[src/hw/rtl/pip_pkg.sv]
// Shared widths, constants and pipeline control type for the Park / inverse Park block.
package pip_pkg;

    localparam int VEC_W  = 32;             // Q16.16 vector component
    localparam int TRIG_W = 16;             // Q1.15 sine / cosine
    localparam int PROD_W = VEC_W + TRIG_W; // full product
    localparam int SUM_W  = VEC_W + 1;      // sum of two saturated products
    localparam int SQ_W   = 2 * TRIG_W;     // sin^2 or cos^2
    localparam int DEF_W  = 32;             // norm deficit, range -2^30 .. 2^30

    localparam int PROD_SHIFT = 15;
    localparam int NORM_SHIFT = 30;
    localparam logic [PROD_W:0] RND_HALF = (PROD_W + 1)'('h4000);
    localparam logic [SQ_W:0]   UNIT_SQ  = (SQ_W + 1)'(32768 * 32768);

    // correction path widths
    localparam int MUL_W  = SUM_W + DEF_W;      // sum times deficit
    localparam int CORR_W = MUL_W - NORM_SHIFT; // floor-shifted correction
    localparam int FIN_W  = CORR_W + 1;         // corrected sum before saturation

    // tdata layout of the input word
    localparam int IN_FIRST_LO  = 0;
    localparam int IN_SECOND_LO = IN_FIRST_LO + VEC_W;
    localparam int SIN_LO       = IN_SECOND_LO + VEC_W;
    localparam int COS_LO       = SIN_LO + TRIG_W;
    localparam int IN_DATA_W    = COS_LO + TRIG_W;
    localparam int OUT_DATA_W   = 2 * VEC_W;

    // load enables of the four pipeline stages
    typedef struct packed {
        logic s1;
        logic s2;
        logic s3;
        logic s4;
    } t_stage_en;

endpackage

[src/hw/rtl/pip_norm.sv]
// Norm deficit unit: 2^30 - (sin^2 + cos^2) in inverse mode, zero in forward mode.
module pip_norm (
    input  logic                              i_clk,
    input  pip_pkg::t_stage_en                i_ctl,
    input  logic signed [pip_pkg::TRIG_W-1:0] i_sin,
    input  logic signed [pip_pkg::TRIG_W-1:0] i_cos,
    input  logic                              i_inv,
    output logic signed [pip_pkg::DEF_W-1:0]  o_deficit
);

    logic signed [pip_pkg::SQ_W-1:0]  r_sq_s;
    logic signed [pip_pkg::SQ_W-1:0]  r_sq_c;
    logic                             r_inv;
    logic signed [pip_pkg::DEF_W-1:0] r_deficit;
    logic        [pip_pkg::SQ_W:0]    n_sq_sum;
    logic        [pip_pkg::SQ_W:0]    n_def;

    // stage 1: squares
    always_ff @(posedge i_clk) begin
        if (i_ctl.s1) begin
            r_sq_s <= i_sin * i_sin;
            r_sq_c <= i_cos * i_cos;
            r_inv  <= i_inv;
        end
    end

    // squares are non-negative, at most 2^30 each
    always_comb begin
        n_sq_sum = {1'b0, r_sq_s} + {1'b0, r_sq_c};
        n_def    = pip_pkg::UNIT_SQ - n_sq_sum;
    end

    // stage 2: deficit, aligned with the lane sums
    always_ff @(posedge i_clk) begin
        if (i_ctl.s2) begin
            r_deficit <= r_inv ? $signed(n_def[pip_pkg::DEF_W-1:0]) : '0;
        end
    end

    assign o_deficit = r_deficit;

endmodule

[config.mk]
export PLATFORM = sky130hd
export DESIGN_NAME = pip_norm
export DESIGN_NICKNAME = d
export VERILOG_FILES = /design/src/hw/rtl/pip_pkg.sv /design/src/hw/rtl/pip_norm.sv
export SDC_FILE = /design/constraint.sdc
export NUM_CORES = 1
export LEC_CHECK = 0
export BUFFER_PORTS_ARGS = -buffer_cell sky130_fd_sc_hd__buf_4
export CORE_UTILIZATION = 55
export DETAILED_ROUTE_END_ITERATION = 16
export GPL_TIMING_DRIVEN = 0
export PLACE_DENSITY = 0.72
export RECOVER_POWER = 25
export SYNTH_ARGS = -nofsm -noshare
export SYNTH_HDL_FRONTEND = slang
export SYNTH_SLANG_ARGS = --single-unit
[constraint.sdc]
create_clock -name i_clk -period 11.56 [get_ports i_clk]
set_input_delay 1.734 -clock i_clk [delete_from_list [all_inputs] [get_ports i_clk]]
set_output_delay 1.734 -clock i_clk [all_outputs]
set_load 0.02 [all_outputs]
# Word-level counts from Yosys, hierarchy flattened
# Cells that the tools add are included.
dict set report totals {
  reg_bits 97
  wordCells 8
}
dict set report op_classes {
  addsub 2
  n_mul 2
}
# operator count
set ops {}
lappend ops {{$mul 16x16->32} 2}
lappend ops {{$add 32x32->32} 1}
lappend ops {{$sub 31x32->32 const A} 1}

# Longest topological paths before layout
dict set report logic_depth {
  depth_word 2
  mapped_depth 25
  mapped_depth_nobuf 24
}

# Worst setup path before layout
# OpenSTA, ideal clock, no wires.
dict set report synth_timing {
  path_type {input -> register}
  startpoint {input i_cos[15] in the netlist's numbering}
  endpoint {register r_sq_c[31] in the netlist's numbering, data pin}
  setup_ns 0.260
  arrival_time_ns 7.497
  t_required_ns 11.300
  path_slack_ns 3.803
  path_stages 22
  path_cell_list {clkbuf_1 inv_1 buf_1 nor2_1 fa_1 fa_1 fa_1 fa_1 fa_1 inv_1 fa_1 inv_1 ha_1 a21o_1 a21o_1 a21oi_1 o22ai_1 a31oi_1 a21oi_1 a21o_1 a31oi_1 xnor2_1}
}
dict set report synth_between {
  elab_chain_cells 1
}
# element line_no
set synth_lines {}
lappend synth_lines {{from (decl)} pip_norm.sv:6} ;# input logic signed [pip_pkg::TRIG_W-1:0] i_cos,
lappend synth_lines {{$mul 16x16->32} pip_norm.sv:22} ;# r_sq_c <= i_cos * i_cos;
lappend synth_lines {{to (signal assigned)} pip_norm.sv:22}
lappend synth_lines {{to (decl)} pip_norm.sv:12} ;# logic signed [pip_pkg::SQ_W-1:0] r_sq_c;
# Every way passes these cells.
# A chain may end at the register's enable or synchronous reset.

# Worst setup path after layout
# Ends and elaborated chain as after synthesis.

==> impl_metrics.env <==
export IMPL_synth_top_cells_by_area="fa_1 41%, ha_1 13%, edfxtp_1 12%, inv_1 12%, xnor2_1 3.2%"
export IMPL_post_cts_resized=0
export IMPL_drv_cap=2
export IMPL_ant_nets=0
export IMPL_die_h_um=206
export IMPL_finalCriticalPeriod_ps=8400
export IMPL_crit_type="input port to flip-flop"
export IMPL_utilization_pct=59.4
export IMPL_worstSetupEndpointType="flip-flop"
export IMPL_crit_chain="clkbuf_1, inv_1, buf_1, nor2_1, fa_1, fa_1, fa_1, fa_1, fa_1, inv_1, fa_1, inv_1, ha_1, a21o_1, a21o_1, a21oi_1, o22ai_1, a31oi_1, a21oi_1, a21o_1, a31oi_1, xnor2_1"
export IMPL_cts_setup_buffers=0
export IMPL_grt_max_degree=64
export IMPL_tightest_slew_ps=3480
export IMPL_synth_edf_count=95
export IMPL_dr_pass1_iters=5
export IMPL_yosys_warnings=0
export IMPL_violations="max-capacitance violations, max-slew violations"
export IMPL_setup_viol_count_final=0
export IMPL_postSynthCellCount=2375
export IMPL_status="complete, but fails checks"
export IMPL_grt_usage_pct=24.6
export IMPL_fin_skew_ps=10.7
export IMPL_cp_start_kind="input port"
export IMPL_fp_row_count=74
export IMPL_ios=70
export IMPL_pre_cts_ws_ps=2880
export IMPL_worst_slack_ps=3160
export IMPL_syn2layout_area_growth_pct=6.32
export IMPL_tns_ps=0
export IMPL_max_clock_freq_mhz=119
export IMPL_dp_hpwl_um=41600
export IMPL_synth_yosys_seq_area_share_pct=12.5
export IMPL_syn_cell_area_sq_um=22900
export IMPL_cts_sinks=95
export IMPL_wire_per_inst_um=16.1
export IMPL_relSlewSlack_pct=-132
export IMPL_arrival_ps=8490
export IMPL_final_net_count=3200
export IMPL_cts_root_buffer="clkbuf_16"
export IMPL_yosysUniqueCellTypes=64
export IMPL_multi_input_area_sq_um=17100
export IMPL_hp_class="flip-flop to flip-flop"
export IMPL_place_congestion=0.955
export IMPL_path_common_cell="fa_1"
export IMPL_insertion_delay_ps=350
export IMPL_drt_iter0_drc=980
export IMPL_n_fill_cell=3527
export IMPL_synth_largest_area_cell="fa_1"
export IMPL_cts_tree="built"
export IMPL_grt_overflow_total=0
export IMPL_rsz0062_at_grt="false"
export IMPL_synth_nets=3125
export IMPL_slowest_stage="fa_1"
export IMPL_final_common_cell="inv_1"
export IMPL_finalHoldViolCount=0
export IMPL_synth_seq_cells=95
export IMPL_die_width_um=206
export IMPL_core_sq_um=40900
export IMPL_drive_above_1_share_pct=4.20
export IMPL_clk_pin_slew_ps=60
export IMPL_via_per_inst=5.25
export IMPL_drc=0
export IMPL_synthFlopType="edfxtp_1"
export IMPL_max_stage_delay_ps=900
export IMPL_cts_hold_buf=0
export IMPL_synthesis_area_per_instance_sq_um=9.62
export IMPL_slew_violations=97
export IMPL_cts_buffers=9
export IMPL_finalCritPeriodShare_pct=72.6
export IMPL_required_ps=11650
export IMPL_grt_antenna_before_repair=1
export IMPL_max_clock_path_buffers=2
export IMPL_netlist_area_leader_share_pct=40.9
export IMPL_place_port_buffers=64
export IMPL_grt_pass1_wl_um=81100
export IMPL_dr_total_vias=15700
export IMPL_async_flop_share_pct=0
export IMPL_cp_max_fo=10
export IMPL_dieArea_sq_um=42400
export IMPL_h_tree_depth=3
export IMPL_start_util_pct=55.8
export IMPL_grt_pass1_vias=16900
export IMPL_seq_area_sq_um=2850
export IMPL_antennaDiodeCount=0
export IMPL_wl_um=48100
export IMPL_layout_common_cells="717 x inv_1, 467 x fa_1, 245 x ha_1, 185 x nand2_1"
-- final timing paths --
path / slack, ps / endpoint / depth (start not counted) / from
max: 3160 / r_sq_c[31]$_DFFE_PP_ / 22 / i_cos[15]
min: 750 / o_deficit[31]$_SDFFCE_PN0P_ / 3 / r_sq_s[31]$_DFFE_PP_
max reg2reg: 8080 / o_deficit[29]$_SDFFCE_PN0P_ / 12 / r_sq_c[3]$_DFFE_PP_
min reg2reg: 750 / o_deficit[31]$_SDFFCE_PN0P_ / 3 / r_sq_s[31]$_DFFE_PP_
-- layout make-up --
class	instances	area share, %
multi-input cells	1511	70.4
flip-flops and latches	95	11.7
inverters	720	11.1
well taps	532	2.74
repair buffers	64	1.92
clock buffers	9	0.927
plain buffers	49	0.757
clock inverters	6	0.381
-- cell families (layout without fill, tap and decap cells) --
| family | after synthesis | in the layout | share of synthesized area, % |
|---|---|---|---|
| xor+xnor | 117 | 117 | 4.48 |
| flops | 95 | 95 | 12.5 |
| buf+inv | 769 | 848 | 12.6 |
| fa+ha+maj | 712 | 712 | 54.3 |
| compound gates | 227 | 227 | 6.65 |
| simple gates | 451 | 451 | 9.25 |
| mux | 4 | 4 | 0.175 |
-- through the flow --
step	area, sq um	hold WS [ps]	std cells
after floorplan	22900	679	2375
after global placement	24000	738	2971
after detailed placement	24000	732	2971
after CTS	24300	754	2986
after global routing	24300	813	2986
final	24300	749	2986
-- cell usage after synthesis (all sizes together) (11+ instances only) --
| cell type | instances |
|---|---|
| fa | 467 |
| nor2 | 96 |
| nand3 | 15 |
| inv | 718 |
| a21oi | 70 |
| nor3 | 16 |
| nand2 | 185 |
| xnor2 | 84 |
| ha | 245 |
| o21ai | 35 |
| a31o | 11 |
| nand2b | 17 |
| and2 | 72 |
| edfxtp | 95 |
| a21o | 45 |
| xor2 | 33 |
| clkbuf | 47 |
-- worst max-delay path: cells and delay by family --
family          cells  cell delay (ps)
compound gates      8             1440
buf+inv             5             1210
simple gates        1              220
fa+ha+maj           7             3780
xor+xnor            1               80
-- sequential cells by signal, indices dropped and copies added (netlist names) --
signal / flops
o_deficit: 32
r_sq_c: 31
r_inv: 1
r_sq_s: 31
-- routing by layer --
| layer | track usage (%) | share of wire (%) | vias up | wire length (um) |
|---|---|---|---|---|
| li1 | - | - | 7278 | - |
| met1 | 33.5 | 43 | 7956 | 20500 |
| met2 | 42.5 | 51 | 372 | 24400 |
| met3 | 3.20 | 5.0 | 60 | 2430 |
| met4 | 4.49 | 1.7 | 2 | 804 |
| met5 | 0 | 0.027 | - | 13 |
Power is left out: the tool's default activity adds up to more than one toggle a clock period on the data nets, which glitch-free logic cannot reach.
